File: config.mk
export PLATFORM = sky130hd
export DESIGN_NAME = adc_ladder_key_scanner
export DESIGN_NICKNAME = d
export VERILOG_FILES = /design/src/rtl/akey_pkg.sv /design/src/rtl/akey_cfg.sv /design/src/rtl/akey_core.sv /design/src/rtl/adc_ladder_key_scanner.sv
export SDC_FILE = /design/constraint.sdc
export NUM_CORES = 1
export LEC_CHECK = 0
export ABC_AREA = 1
export BUFFER_PORTS_ARGS = -buffer_cell sky130_fd_sc_hd__buf_2
export CORE_MARGIN = 2
export CORE_UTILIZATION = 45
export CTS_CLUSTER_SIZE = 20
export DETAILED_ROUTE_END_ITERATION = 12
export SLEW_MARGIN = 40
export SYNTH_ARGS = -nofsm -noshare
export SYNTH_HDL_FRONTEND = slang
export SYNTH_HIERARCHICAL = 1
export SYNTH_SLANG_ARGS = --single-unit
File: constraint.sdc
create_clock -name clk -period 6 [get_ports clk]
set_clock_uncertainty 0.15 [all_clocks]
set_input_delay 1.8 -clock clk [delete_from_list [all_inputs] [get_ports clk]]
set_output_delay 1.8 -clock clk [all_outputs]
set_load 0.01 [all_outputs]
File: src/rtl/akey_pkg.sv
// Shared types, key codes and decode tables for the ADC ladder key scanner.
// No dependencies; every other file in rtl/ imports this package.
package akey_pkg;

    localparam int unsigned SAMPLE_W = 6;
    localparam int unsigned KEY_W    = 4;
    localparam int unsigned COUNT_W  = 16;
    localparam int unsigned DEB_W    = 8;
    localparam int unsigned BAND_W   = 3;
    localparam int unsigned MUX_W    = 2;
    localparam int unsigned CFG_IDX_W  = 3;
    localparam int unsigned CFG_DATA_W = 16;

    // Key codes as reported on key_event.
    localparam logic [KEY_W-1:0] KEY_NONE    = 4'd0;
    localparam logic [KEY_W-1:0] KEY_POWER   = 4'd1;
    localparam logic [KEY_W-1:0] KEY_UP      = 4'd2;
    localparam logic [KEY_W-1:0] KEY_DOWN    = 4'd3;
    localparam logic [KEY_W-1:0] KEY_MENU    = 4'd4;
    localparam logic [KEY_W-1:0] KEY_TVPIP   = 4'd5;
    localparam logic [KEY_W-1:0] KEY_VOLUP   = 4'd6;
    localparam logic [KEY_W-1:0] KEY_AUTO    = 4'd7;
    localparam logic [KEY_W-1:0] KEY_VOLDOWN = 4'd8;
    localparam logic [KEY_W-1:0] KEY_SELECT  = 4'd9;

    // ADC mux codes for the two ladder channels.
    localparam logic [MUX_W-1:0] MUX_CH0 = 2'd1;
    localparam logic [MUX_W-1:0] MUX_CH1 = 2'd2;

    // Hold counter saturation point and auto-repeat spacing.
    localparam logic [COUNT_W-1:0] HOLD_MAX    = 16'hFFFE;
    localparam logic [COUNT_W:0]   REPEAT_STEP = 17'd5;

    // Configuration register indexes.
    localparam logic [CFG_IDX_W-1:0] REG_DEBOUNCE  = 3'd0;
    localparam logic [CFG_IDX_W-1:0] REG_REPEAT    = 3'd1;
    localparam logic [CFG_IDX_W-1:0] REG_LONG      = 3'd2;
    localparam logic [CFG_IDX_W-1:0] REG_MENU_EN   = 3'd3;
    localparam logic [CFG_IDX_W-1:0] REG_VOLREP_EN = 3'd4;
    localparam logic [CFG_IDX_W-1:0] REG_BURN_EN   = 3'd5;
    localparam logic [CFG_IDX_W-1:0] REG_SWAP      = 3'd6;

    typedef struct packed {
        logic [DEB_W-1:0]   debounce_ticks;
        logic [COUNT_W-1:0] repeat_base_ticks;
        logic [COUNT_W-1:0] long_press_ticks;
        logic               menu_init_enable;
        logic               volume_repeat_enable;
        logic               burn_test_enable;
        logic               swap_channels;
    } cfg_t;

    typedef struct packed {
        logic [SAMPLE_W-1:0] adc_sample;
        logic                power_pin_low;
        logic                power_is_on;
    } sample_t;

    typedef struct packed {
        logic [MUX_W-1:0] next_mux_code;
        logic             channel_done;
        logic             burn_test_pulse;
        logic             factory_init_pulse;
        logic             repeat_active;
        logic [KEY_W-1:0] key_event;
    } result_t;

    // Voltage band of the ladder from the upper four sample bits:
    // 0 is no key, 1 to 4 are the four keys of the channel.
    function automatic logic [BAND_W-1:0] band_of(input logic [3:0] level);
        logic [BAND_W-1:0] band;
        case (level)
            4'd0:    band = 3'd1;
            4'd2:    band = 3'd2;
            4'd3:    band = 3'd2;
            4'd4:    band = 3'd2;
            4'd6:    band = 3'd3;
            4'd7:    band = 3'd3;
            4'd8:    band = 3'd3;
            4'd11:   band = 3'd4;
            4'd12:   band = 3'd4;
            default: band = 3'd0;
        endcase
        return band;
    endfunction

    function automatic logic [KEY_W-1:0] key_ch1(input logic [BAND_W-1:0] band);
        logic [KEY_W-1:0] key;
        case (band)
            3'd1:    key = KEY_UP;
            3'd2:    key = KEY_DOWN;
            3'd3:    key = KEY_MENU;
            3'd4:    key = KEY_TVPIP;
            default: key = KEY_NONE;
        endcase
        return key;
    endfunction

    function automatic logic [KEY_W-1:0] key_ch0(input logic [BAND_W-1:0] band);
        logic [KEY_W-1:0] key;
        case (band)
            3'd1:    key = KEY_VOLUP;
            3'd2:    key = KEY_AUTO;
            3'd3:    key = KEY_VOLDOWN;
            3'd4:    key = KEY_SELECT;
            default: key = KEY_NONE;
        endcase
        return key;
    endfunction

endpackage

File: src/rtl/akey_cfg.sv
// Configuration register file of the ADC ladder key scanner.
// Depends on akey_pkg for the register indexes and the cfg_t layout.
module akey_cfg (
    input  logic                             clk,
    input  logic                             rst_n,
    input  logic                             cfg_valid,
    output logic                             cfg_ready,
    input  logic [akey_pkg::CFG_IDX_W-1:0]   cfg_index,
    input  logic [akey_pkg::CFG_DATA_W-1:0]  cfg_data,
    output akey_pkg::cfg_t                   cfg
);
    import akey_pkg::*;

    cfg_t cfg_reg;
    cfg_t cfg_next;

    assign cfg_ready = 1'b1;
    assign cfg = cfg_reg;

    always_comb
    begin
        cfg_next = cfg_reg;
        if (cfg_valid)
        begin
            case (cfg_index)
                REG_DEBOUNCE:  cfg_next.debounce_ticks       = cfg_data[DEB_W-1:0];
                REG_REPEAT:    cfg_next.repeat_base_ticks    = cfg_data[COUNT_W-1:0];
                REG_LONG:      cfg_next.long_press_ticks     = cfg_data[COUNT_W-1:0];
                REG_MENU_EN:   cfg_next.menu_init_enable     = cfg_data[0];
                REG_VOLREP_EN: cfg_next.volume_repeat_enable = cfg_data[0];
                REG_BURN_EN:   cfg_next.burn_test_enable     = cfg_data[0];
                REG_SWAP:      cfg_next.swap_channels        = cfg_data[0];
                default:       cfg_next = cfg_reg;
            endcase
        end
    end

    always_ff @(posedge clk or negedge rst_n)
    begin
        if (!rst_n)
        begin
            cfg_reg.debounce_ticks       <= 8'd10;
            cfg_reg.repeat_base_ticks    <= 16'd50;
            cfg_reg.long_press_ticks     <= 16'd500;
            cfg_reg.menu_init_enable     <= 1'b1;
            cfg_reg.volume_repeat_enable <= 1'b1;
            cfg_reg.burn_test_enable     <= 1'b1;
            cfg_reg.swap_channels        <= 1'b0;
        end
        else
        begin
            cfg_reg <= cfg_next;
        end
    end

endmodule

File: src/rtl/akey_core.sv
// Per-tick key decode, debounce, auto-repeat and long-press logic with the
// per-channel hold state. Depends on akey_pkg.
module akey_core (
    input  logic                clk,
    input  logic                rst_n,
    input  logic                fire,
    input  akey_pkg::sample_t   sample,
    input  akey_pkg::cfg_t      cfg,
    output akey_pkg::result_t   result
);
    import akey_pkg::*;

    logic               toggle_reg,  toggle_next;
    logic [KEY_W-1:0]   last1_reg,   last1_next;
    logic [KEY_W-1:0]   last0_reg,   last0_next;
    logic [COUNT_W-1:0] hold1_reg,   hold1_next;
    logic [COUNT_W-1:0] hold0_reg,   hold0_next;
    logic               rflag_reg,   rflag_next;

    logic [BAND_W-1:0]  band;
    logic [COUNT_W:0]   rep_point;
    logic [COUNT_W:0]   deb_ext;
    logic [COUNT_W:0]   long_ext;
    logic [COUNT_W:0]   base_ext;
    logic [COUNT_W:0]   cnt;
    logic [KEY_W-1:0]   det;
    logic [KEY_W-1:0]   last_key;
    logic [KEY_W-1:0]   key_out;
    logic               init_pulse;
    logic               burn_pulse;

    assign band      = band_of(sample.adc_sample[SAMPLE_W-1 -: 4]);
    assign base_ext  = {1'b0, cfg.repeat_base_ticks};
    assign rep_point = base_ext + REPEAT_STEP;
    assign deb_ext   = {{(COUNT_W+1-DEB_W){1'b0}}, cfg.debounce_ticks};
    assign long_ext  = {1'b0, cfg.long_press_ticks};
    assign toggle_next = ~toggle_reg;

    always_comb
    begin
        last1_next = last1_reg;
        last0_next = last0_reg;
        hold1_next = hold1_reg;
        hold0_next = hold0_reg;
        rflag_next = rflag_reg;
        key_out    = KEY_NONE;
        init_pulse = 1'b0;
        burn_pulse = 1'b0;

        // Detected key for this tick's channel; power pin wins on channel 1.
        if (toggle_next)
        begin
            cnt      = {1'b0, hold1_reg};
            last_key = last1_reg;
            if (sample.power_pin_low)
            begin
                det = KEY_POWER;
            end
            else if (sample.power_is_on)
            begin
                det = key_ch1(band);
            end
            else
            begin
                det = KEY_NONE;
            end
        end
        else
        begin
            cnt      = {1'b0, hold0_reg};
            last_key = last0_reg;
            det      = sample.power_is_on ? key_ch0(band) : KEY_NONE;
        end

        if (det != last_key)
        begin
            cnt        = '0;
            rflag_next = 1'b0;
        end
        else if (det == KEY_NONE)
        begin
            cnt = '0;
        end
        else
        begin
            cnt = cnt + 17'd1;
            if (cnt == deb_ext)
            begin
                key_out = det;
            end
            if (toggle_next)
            begin
                if ((det == KEY_UP || det == KEY_DOWN) && cnt >= deb_ext)
                begin
                    if (cnt == rep_point)
                    begin
                        cnt        = base_ext;
                        key_out    = det;
                        rflag_next = 1'b1;
                    end
                end
                else if (det == KEY_MENU && cfg.menu_init_enable)
                begin
                    if (cnt >= long_ext && sample.power_is_on)
                    begin
                        cnt        = '0;
                        key_out    = KEY_POWER;
                        init_pulse = 1'b1;
                    end
                end
            end
            else
            begin
                if (cfg.volume_repeat_enable && (det == KEY_VOLDOWN || det == KEY_VOLUP)
                    && cnt == rep_point && cnt >= deb_ext)
                begin
                    cnt        = base_ext;
                    key_out    = det;
                    rflag_next = 1'b1;
                end
                if (cfg.burn_test_enable && det == KEY_SELECT && sample.power_is_on
                    && cnt >= long_ext)
                begin
                    cnt        = '0;
                    key_out    = KEY_NONE;
                    burn_pulse = 1'b1;
                end
            end
            if (cnt >= {1'b0, HOLD_MAX})
            begin
                cnt = {1'b0, HOLD_MAX};
            end
        end

        if (toggle_next)
        begin
            last1_next = det;
            hold1_next = cnt[COUNT_W-1:0];
        end
        else
        begin
            last0_next = det;
            hold0_next = cnt[COUNT_W-1:0];
        end

        result.key_event          = key_out;
        result.repeat_active      = rflag_next;
        result.factory_init_pulse = init_pulse;
        result.burn_test_pulse    = burn_pulse;
        result.channel_done       = toggle_next;
        if (toggle_next)
        begin
            result.next_mux_code = cfg.swap_channels ? MUX_CH0 : MUX_CH1;
        end
        else
        begin
            result.next_mux_code = cfg.swap_channels ? MUX_CH1 : MUX_CH0;
        end
    end

    always_ff @(posedge clk or negedge rst_n)
    begin
        if (!rst_n)
        begin
            toggle_reg <= 1'b0;
            last1_reg  <= KEY_NONE;
            last0_reg  <= KEY_NONE;
            hold1_reg  <= '0;
            hold0_reg  <= '0;
            rflag_reg  <= 1'b0;
        end
        else if (fire)
        begin
            toggle_reg <= toggle_next;
            last1_reg  <= last1_next;
            last0_reg  <= last0_next;
            hold1_reg  <= hold1_next;
            hold0_reg  <= hold0_next;
            rflag_reg  <= rflag_next;
        end
    end

    // A factory-init request always comes with the power key on channel 1.
    a_init_power: assert property (@(posedge clk) disable iff (!rst_n)
        fire && result.factory_init_pulse |->
            result.key_event == KEY_POWER && result.channel_done)
        else $error("factory init without power key on channel 1");

    // A burn-test request suppresses the key report and belongs to channel 0.
    a_burn_silent: assert property (@(posedge clk) disable iff (!rst_n)
        fire && result.burn_test_pulse |->
            result.key_event == KEY_NONE && !result.channel_done)
        else $error("burn test pulse with a key report or on channel 1");

    // Channels alternate on every processed tick.
    a_alternate: assert property (@(posedge clk) disable iff (!rst_n)
        fire |=> toggle_reg != $past(toggle_reg))
        else $error("channel did not alternate");

    // Hold counters never pass the saturation point.
    a_hold_sat: assert property (@(posedge clk) disable iff (!rst_n)
        hold1_reg <= HOLD_MAX && hold0_reg <= HOLD_MAX)
        else $error("hold counter above saturation");

    // A key change on channel 1 clears that channel's hold count.
    a_change_clear: assert property (@(posedge clk) disable iff (!rst_n)
        fire && toggle_next && last1_next != last1_reg |=> hold1_reg == '0)
        else $error("hold count not cleared on key change");

endmodule

File: src/rtl/adc_ladder_key_scanner.sv
// Top level of the two-channel ADC ladder key scanner: stream ports, input
// and result registers. Depends on akey_pkg, akey_cfg and akey_core.
//
// Usage:
// Each beat on the s_ group is one scan tick: the 6-bit conversion result of
// the channel sampled this tick plus the power pin and main-power status.
// Channel 1 is processed first after reset and the channel alternates on
// every beat; the m_ group returns exactly one result beat per input beat,
// carrying the key report, the repeat flag, the two long-press pulses, the
// channel that was processed and the mux code to start the next conversion.
// An accepted beat lands in the input register, and the decode, debounce
// and repeat logic then writes the result register. Throughput is one beat
// per cycle while the receiver keeps m_tready high; the per-channel hold
// counters are updated in the same cycle that the result register is loaded.
// When the receiver stalls, the result register holds its beat and the
// input register fills, after which s_tready drops; nothing is lost.
// The cfg_ write channel is always ready and should only be used while no
// beat is in flight. Reset empties both pipeline registers, clears the hold
// state of both channels and restores every configuration register to default.
module adc_ladder_key_scanner (
    input  logic                             clk,
    input  logic                             rst_n,
    // Input beat, from the lowest bit: adc_sample[5:0], power_pin_low,
    // power_is_on.
    input  logic                             s_tvalid,
    output logic                             s_tready,
    input  logic [7:0]                       s_tdata,
    // Result beat, from the lowest bit: key_event[3:0], repeat_active,
    // factory_init_pulse, burn_test_pulse, channel_done,
    // next_mux_code[1:0], six zero bits.
    output logic                             m_tvalid,
    input  logic                             m_tready,
    output logic [15:0]                      m_tdata,
    input  logic                             cfg_valid,
    output logic                             cfg_ready,
    input  logic [akey_pkg::CFG_IDX_W-1:0]   cfg_index,
    input  logic [akey_pkg::CFG_DATA_W-1:0]  cfg_data
);
    import akey_pkg::*;

    cfg_t    cfg;
    sample_t in_reg;
    logic    in_valid_reg;
    result_t result;
    result_t out_reg;
    logic    out_valid_reg;
    logic    fire;

    // The core runs when a tick waits and the result register is free or
    // being emptied this cycle.
    assign fire     = in_valid_reg && (!out_valid_reg || m_tready);
    assign s_tready = !in_valid_reg || fire;

    akey_cfg u_cfg (
        .clk       (clk),
        .rst_n     (rst_n),
        .cfg_valid (cfg_valid),
        .cfg_ready (cfg_ready),
        .cfg_index (cfg_index),
        .cfg_data  (cfg_data),
        .cfg       (cfg)
    );

    akey_core u_core (
        .clk    (clk),
        .rst_n  (rst_n),
        .fire   (fire),
        .sample (in_reg),
        .cfg    (cfg),
        .result (result)
    );

    always_ff @(posedge clk or negedge rst_n)
    begin
        if (!rst_n)
        begin
            in_valid_reg  <= 1'b0;
            out_valid_reg <= 1'b0;
        end
        else
        begin
            if (s_tready)
            begin
                in_valid_reg <= s_tvalid;
            end
            if (fire)
            begin
                out_valid_reg <= 1'b1;
            end
            else if (m_tready)
            begin
                out_valid_reg <= 1'b0;
            end
        end
    end

    // Payload registers carry no reset.
    always_ff @(posedge clk)
    begin
        if (s_tready && s_tvalid)
        begin
            in_reg.adc_sample    <= s_tdata[5:0];
            in_reg.power_pin_low <= s_tdata[6];
            in_reg.power_is_on   <= s_tdata[7];
        end
        if (fire)
        begin
            out_reg <= result;
        end
    end

    assign m_tvalid = out_valid_reg;
    assign m_tdata  = {6'b0, out_reg.next_mux_code, out_reg.channel_done,
                       out_reg.burn_test_pulse, out_reg.factory_init_pulse,
                       out_reg.repeat_active, out_reg.key_event};

endmodule
==> metrics.cfg, run 1 <==
[pwr]
ir_drop_uv = 183
power_density_nw_per_um2 = 327
total_power_uw = 3390
p_leak_uw = 0.00569

[layout]
largest_register_ffs = 44
final_cells = 1730
area_delta_synth_final_pct = 17.2
final_util_pct = 53.5
antenna_cells = 0
layout-drive-gt1-share_pct = 20.7
nNetsFinal = 1534

[logic_synthesis]
synth_cells = 1363
yosys_warnings = 6
syn_area_um2 = 8850
syn_area_per_cell_um2 = 6.49

[clock_tree]
cts-root-buf = clkbuf_16
htreeDepth = 3
clkSinkCount = 104
cts_tree = done
clk_latency_ns = 0.36
clk_pin_slew_ns = 0.07
cts_buffers = 9
cts_buffer_depth = 2

[place]
globalplace.congestion = 0.963
place_inst = 1700
post-place-ws_ns = -0.0150
port_buffers = 41
hpwlAfterDp_um = 20600

[critical_path]
worstSetupEndpointType = flip-flop
start_kind = flip-flop
crit_path_max_incr_delay_ns = 0.47
path_class = reg2reg
crit_buf_inv = 5
critical_path.max_fanout = 8
slowest_stage = dfrtp_2
critPathRequiredTime_ns = 6.10
cp_common_cell = nand2_1
crit_family = simple AND/OR/NAND/NOR gates
crit_arrival_ns = 5.85

[route]
via_per_inst = 5.16
drc = 0
via_count = 8935
wl_per_cell_um = 15.7
firstDrtPassIters = 5
routed_wl_um = 27100
drtIter0Drc = 727
ant_nets = 0

[global_routing]
grt_max_degree = 52
grt_overflow_total = 0
first_global_vias = 8134
track_usage_pct = 26.6
grt_antenna_before_repair = 0
grt_pass1_wl_um = 42500

[timing]
final_hold_viol_count = 0
clock.fmax_mhz = 174
setup-tns-final_ns = 0
finalCritPeriodShare_pct = 95.8
setup_viol = 0
worst_pin_slew_ns = 0.784
drv_slew = 0
worst_slack_ns = 0.250
relSlewSlack_pct = 47.5
min_period_ns = 5.75

[die]
rows = 51
pin_count = 51
design.core.area_um2 = 19400
die_h_um = 144
fp.dieW_um = 144
dieArea_um2 = 20800
start_util_pct = 45.6

[flow_run]
drv_cap = 0

[run_status]
status = completed

[hold_path]
min_path_type = reg2reg

[report_power, final]
group	switching [uW]	internal (uW)
clock network	284	412
logic	1110	633
registers	102	848
[worst paths after layout]
check | depth (start not counted) | end | startpoint | slack (ns)
max in group asynchronous | 2 | u_core/toggle_reg | rst_n | 3.38
setup / recovery | 43 | u_core/hold0_reg[0] | u_core/toggle_reg | 0.25
hold / removal | 2 | u_cfg/cfg[39] | u_cfg/cfg[39] | 0.31
setup reg to reg | 43 | u_core/hold0_reg[0] | u_core/toggle_reg | 0.25
min in group asynchronous | 1 | u_cfg/cfg[38] | rst_n | 1.32
hold reg to reg | 2 | u_cfg/cfg[39] | u_cfg/cfg[39] | 0.31
[per-layer routing]
layer / vias up / track usage, % / share of wire [%]
met5: - / 0 / 0
met4: 0 / 7.87 / 2.2
met3: 44 / 2.38 / 5.6
met2: 295 / 44.5 / 47
met1: 4115 / 36.9 / 46
li1: 4481 / - / -
[cell usage in the layout, fill, tap and decap left out, drive strengths merged, types with 17 or more instances in the layout]
master and count:
ha 42, nand4 26, nand2 564, buf 130
nor3 17, inv 186, nor2 110, nand3 166
dfrtp 74, a21oi 28, o21ai 31
[through the flow]
| stage | hold slack [ns] | area (um^2) |
|---|---|---|
| after floorplan | 0.287 | 8870 |
| after global placement | 0.303 | 9640 |
| after detailed placement | 0.304 | 9640 |
| after CTS | 0.316 | 9980 |
| after global routing | 0.327 | 10400 |
| final | 0.315 | 10400 |
[cell type report]
type / instances / area, um^2
clock buffer: 9 / 225
clock inverter: 7 / 124
fill: 1965 / 9020
inverter: 188 / 711
multi-input combinational: 1027 / 5400
sequential: 104 / 2700
tap: 265 / 332
timing repair buffer: 130 / 887
[worst min-delay path: stages (launching register included)]
cell     delay (ns)
dfstp_2        0.37
nand2_1        0.05
nand2_1        0.04
[what timing repair did]
item	in CTS	in global routing
resized for setup	1	73
buffers inserted	0	12
hold buffers	0	0
pin swaps	0	32
endpoints found under the setup margin	8	34
cloned	0	2
Note: power is estimated with default switching activity, not from simulation.
==> inputs of run 2 (changes only) <==
ABC_AREA = not set   (was 1)
==> metrics.cfg, run 2 <==
[die]
dieArea_um2 = 18000  ; was 20,800 um^2
rows = 47  ; was 51
die_h_um = 134  ; was 144 um
fp.dieW_um = 134  ; was 144 um
start_util_pct = 46.0  ; was 45.6%
design.core.area_um2 = 16600  ; was 19,400 um^2
pin_count = 51  ; unchanged

[pwr]
power_density_nw_per_um2 = 284  ; was 327 nW/um^2
p_leak_uw = 0.00416  ; was 0.00569 uW
ir_drop_uv = 168  ; was 183 uV

[critical_path]
worst_r2r_endpoint = u_core/hold0_reg[0]  ; unchanged
critPathRequiredTime_ns = 6.07  ; was 6.10 ns
start_kind = flip-flop  ; unchanged
r2r_slack_ns = 0.01  ; was 0.25 ns
path_class = reg2reg  ; unchanged
crit_arrival_ns = 6.05  ; was 5.85 ns
rr_startpoint = u_core/toggle_reg  ; unchanged
critical_path.max_fanout = 6  ; was 8
reg2reg_depth = 25  ; was 43
worstSetupEndpointType = flip-flop  ; unchanged

[run_status]
status = completed  ; unchanged

[layout]
layout-drive-gt1-share_pct = 36.3  ; was 20.7%
area_delta_synth_final_pct = 22.9  ; was 17.2%
final_util_pct = 56.5  ; was 53.5%
largest_register_ffs = 44  ; unchanged
design_area_um2 = 9370  ; was 10,400 um^2
final_common_cell = nand2_1  ; unchanged
final_cell_mix = nand2_1 (119), buf_4 (104), dfrtp_1 (73)  ; was nand2_1 (502), inv_1 (169), nand3_1 (148)
final_cells = 1128  ; was 1,730
antenna_cells = 0  ; unchanged
nNetsFinal = 977  ; was 1,534

[timing]
final_hold_viol_count = 0  ; unchanged
whs_ns = 0.359  ; was 0.315 ns
setup_viol = 0  ; unchanged
drv_slew = 0  ; unchanged
setup-tns-final_ns = 0  ; unchanged
finalCritPeriodShare_pct = 99.8  ; was 95.8%
worst_pin_slew_ns = 0.756  ; was 0.784 ns
relSlewSlack_pct = 49.6  ; was 47.5%
rsz0062_at_grt = true
clock.fmax_mhz = 167  ; was 174 MHz
min_period_ns = 5.99  ; was 5.75 ns

[hold_path]
min_from = u_cfg/cfg[17]  ; was u_cfg/cfg[39]
whs_endpoint = u_cfg/cfg[17]  ; was u_cfg/cfg[39]
hold_path_depth = 1  ; was 2
min_path_type = reg2reg  ; unchanged

[route]
drtIter0Drc = 505  ; was 727
routed_wl_um = 21200  ; was 27,100 um
wl_per_cell_um = 18.8  ; was 15.7 um
via_count = 6529  ; was 8,935
ant_nets = 0  ; unchanged
drc = 0  ; unchanged
firstDrtPassIters = 5  ; unchanged
via_per_inst = 5.79  ; was 5.16

[logic_synthesis]
yosys_warnings = 6  ; unchanged
synth_cells = 781  ; was 1,363
syn_area_per_cell_um2 = 9.77  ; was 6.49 um^2
syn_area_um2 = 7630  ; was 8850 um^2

[clock_tree]
clk_pin_slew_ns = 0.07  ; about the same
ctsHoldBuffers = 0  ; unchanged
cts_buffer_depth = 2  ; unchanged
cts-root-buf = clkbuf_16  ; unchanged
clkSinkCount = 104  ; unchanged
cts_tree = done  ; unchanged
cts_buffers = 9  ; unchanged
htreeDepth = 3  ; unchanged
clk_latency_ns = 0.36  ; about the same

[global_routing]
grt_overflow_total = 0  ; unchanged
grt_max_degree = 89  ; was 52
track_usage_pct = 23.9  ; was 26.6%
grt_antenna_before_repair = 0  ; unchanged
first_global_vias = 6382  ; was 8,134
grt_pass1_wl_um = 33800  ; was 42,500 um

[place]
port_buffers = 41  ; unchanged
placed_area_um2 = 8530  ; was 9640 um^2
globalplace.congestion = 0.978  ; was 0.963
place_inst = 1085  ; was 1,700
hpwlAfterDp_um = 15700  ; was 20,600 um

[flow_run]
drv_cap = 0  ; unchanged

==> run 2: repair_timing <==
action | 4_1_cts | 5_1_grt
setup buffers | 10 | 17
endpoints found under the setup margin | 32 | 32
pin swaps | 11 | 42
gates resized for setup | 9 | 42
endpoints found under the hold margin | 0 | 0
gates cloned | 0 | 1
==> run 2: where the power goes <==
part | switching, uW | internal, uW
registers | 107 | 846
clock network | 289 | 332
logic | 578 | 508
==> run 2: layer usage <==
metal	global-route usage (%)	part of all wire [%]
met1	33.2	45
met2	38.9	48
met3	3.29	5.0
met4	7.66	1.7
met5	0	0
==> run 2: cell type report <==
class | count | area, um^2
multi-input cells | 606 | 4850
inverters | 28 | 110
clock inverters | 6 | 77.6
flip-flops and latches | 104 | 2700
clock buffers | 10 | 229
fillers | 1474 | 7210
repair buffers | 154 | 1130
well taps | 220 | 275
==> run 2: worst max-delay path, stage by stage, from the launching register on <==
cell and delay, ns:
dfrtp_2 0.47, mux2_4 0.24, ha_4 0.17, nand4b_4 0.12, a222oi_1 0.40, buf_4 0.21
or3b_4 0.39, a221oi_4 0.33, nand4_4 0.18, o31ai_4 0.28, or4_4 0.23, inv_6 0.05
a21oi_4 0.15, ha_4 0.22, nand2b_4 0.13, a21o_1 0.15, a21o_1 0.15, a211o_1 0.32
a21oi_2 0.14, o21ai_2 0.11, o31ai_4 0.22, o2bb2ai_4 0.18, buf_6 0.12, a32oi_1 0.09
a2111oi_4 0.48, o31ai_1 0.14
==> run 2: worst max path at each step <==
stage,from,endpoint,slack (ns),depth (start not counted)
floorplan,u_core/toggle_reg,u_core/hold1_reg[0],-0.40,32
global placement,u_core/toggle_reg,u_core/hold0_reg[0],-0.14,27
detailed placement,u_core/toggle_reg,u_core/hold0_reg[0],-0.24,26
CTS,u_core/toggle_reg,u_core/hold0_reg[0],-0.02,25
global route,u_core/toggle_reg,u_core/hold0_reg[0],-0.21,26
finish,u_core/toggle_reg,u_core/hold0_reg[0],0.01,25
==> run 2: stage by stage <==
stage,worst slack (ns),power [uW]
2_1_floorplan,-0.397,1640
3_3_place_gp,-0.142,1890
3_5_place_dp,-0.242,1920
4_1_cts,-0.0224,2580
5_1_grt,-0.208,2810
6_report,0.0134,2660
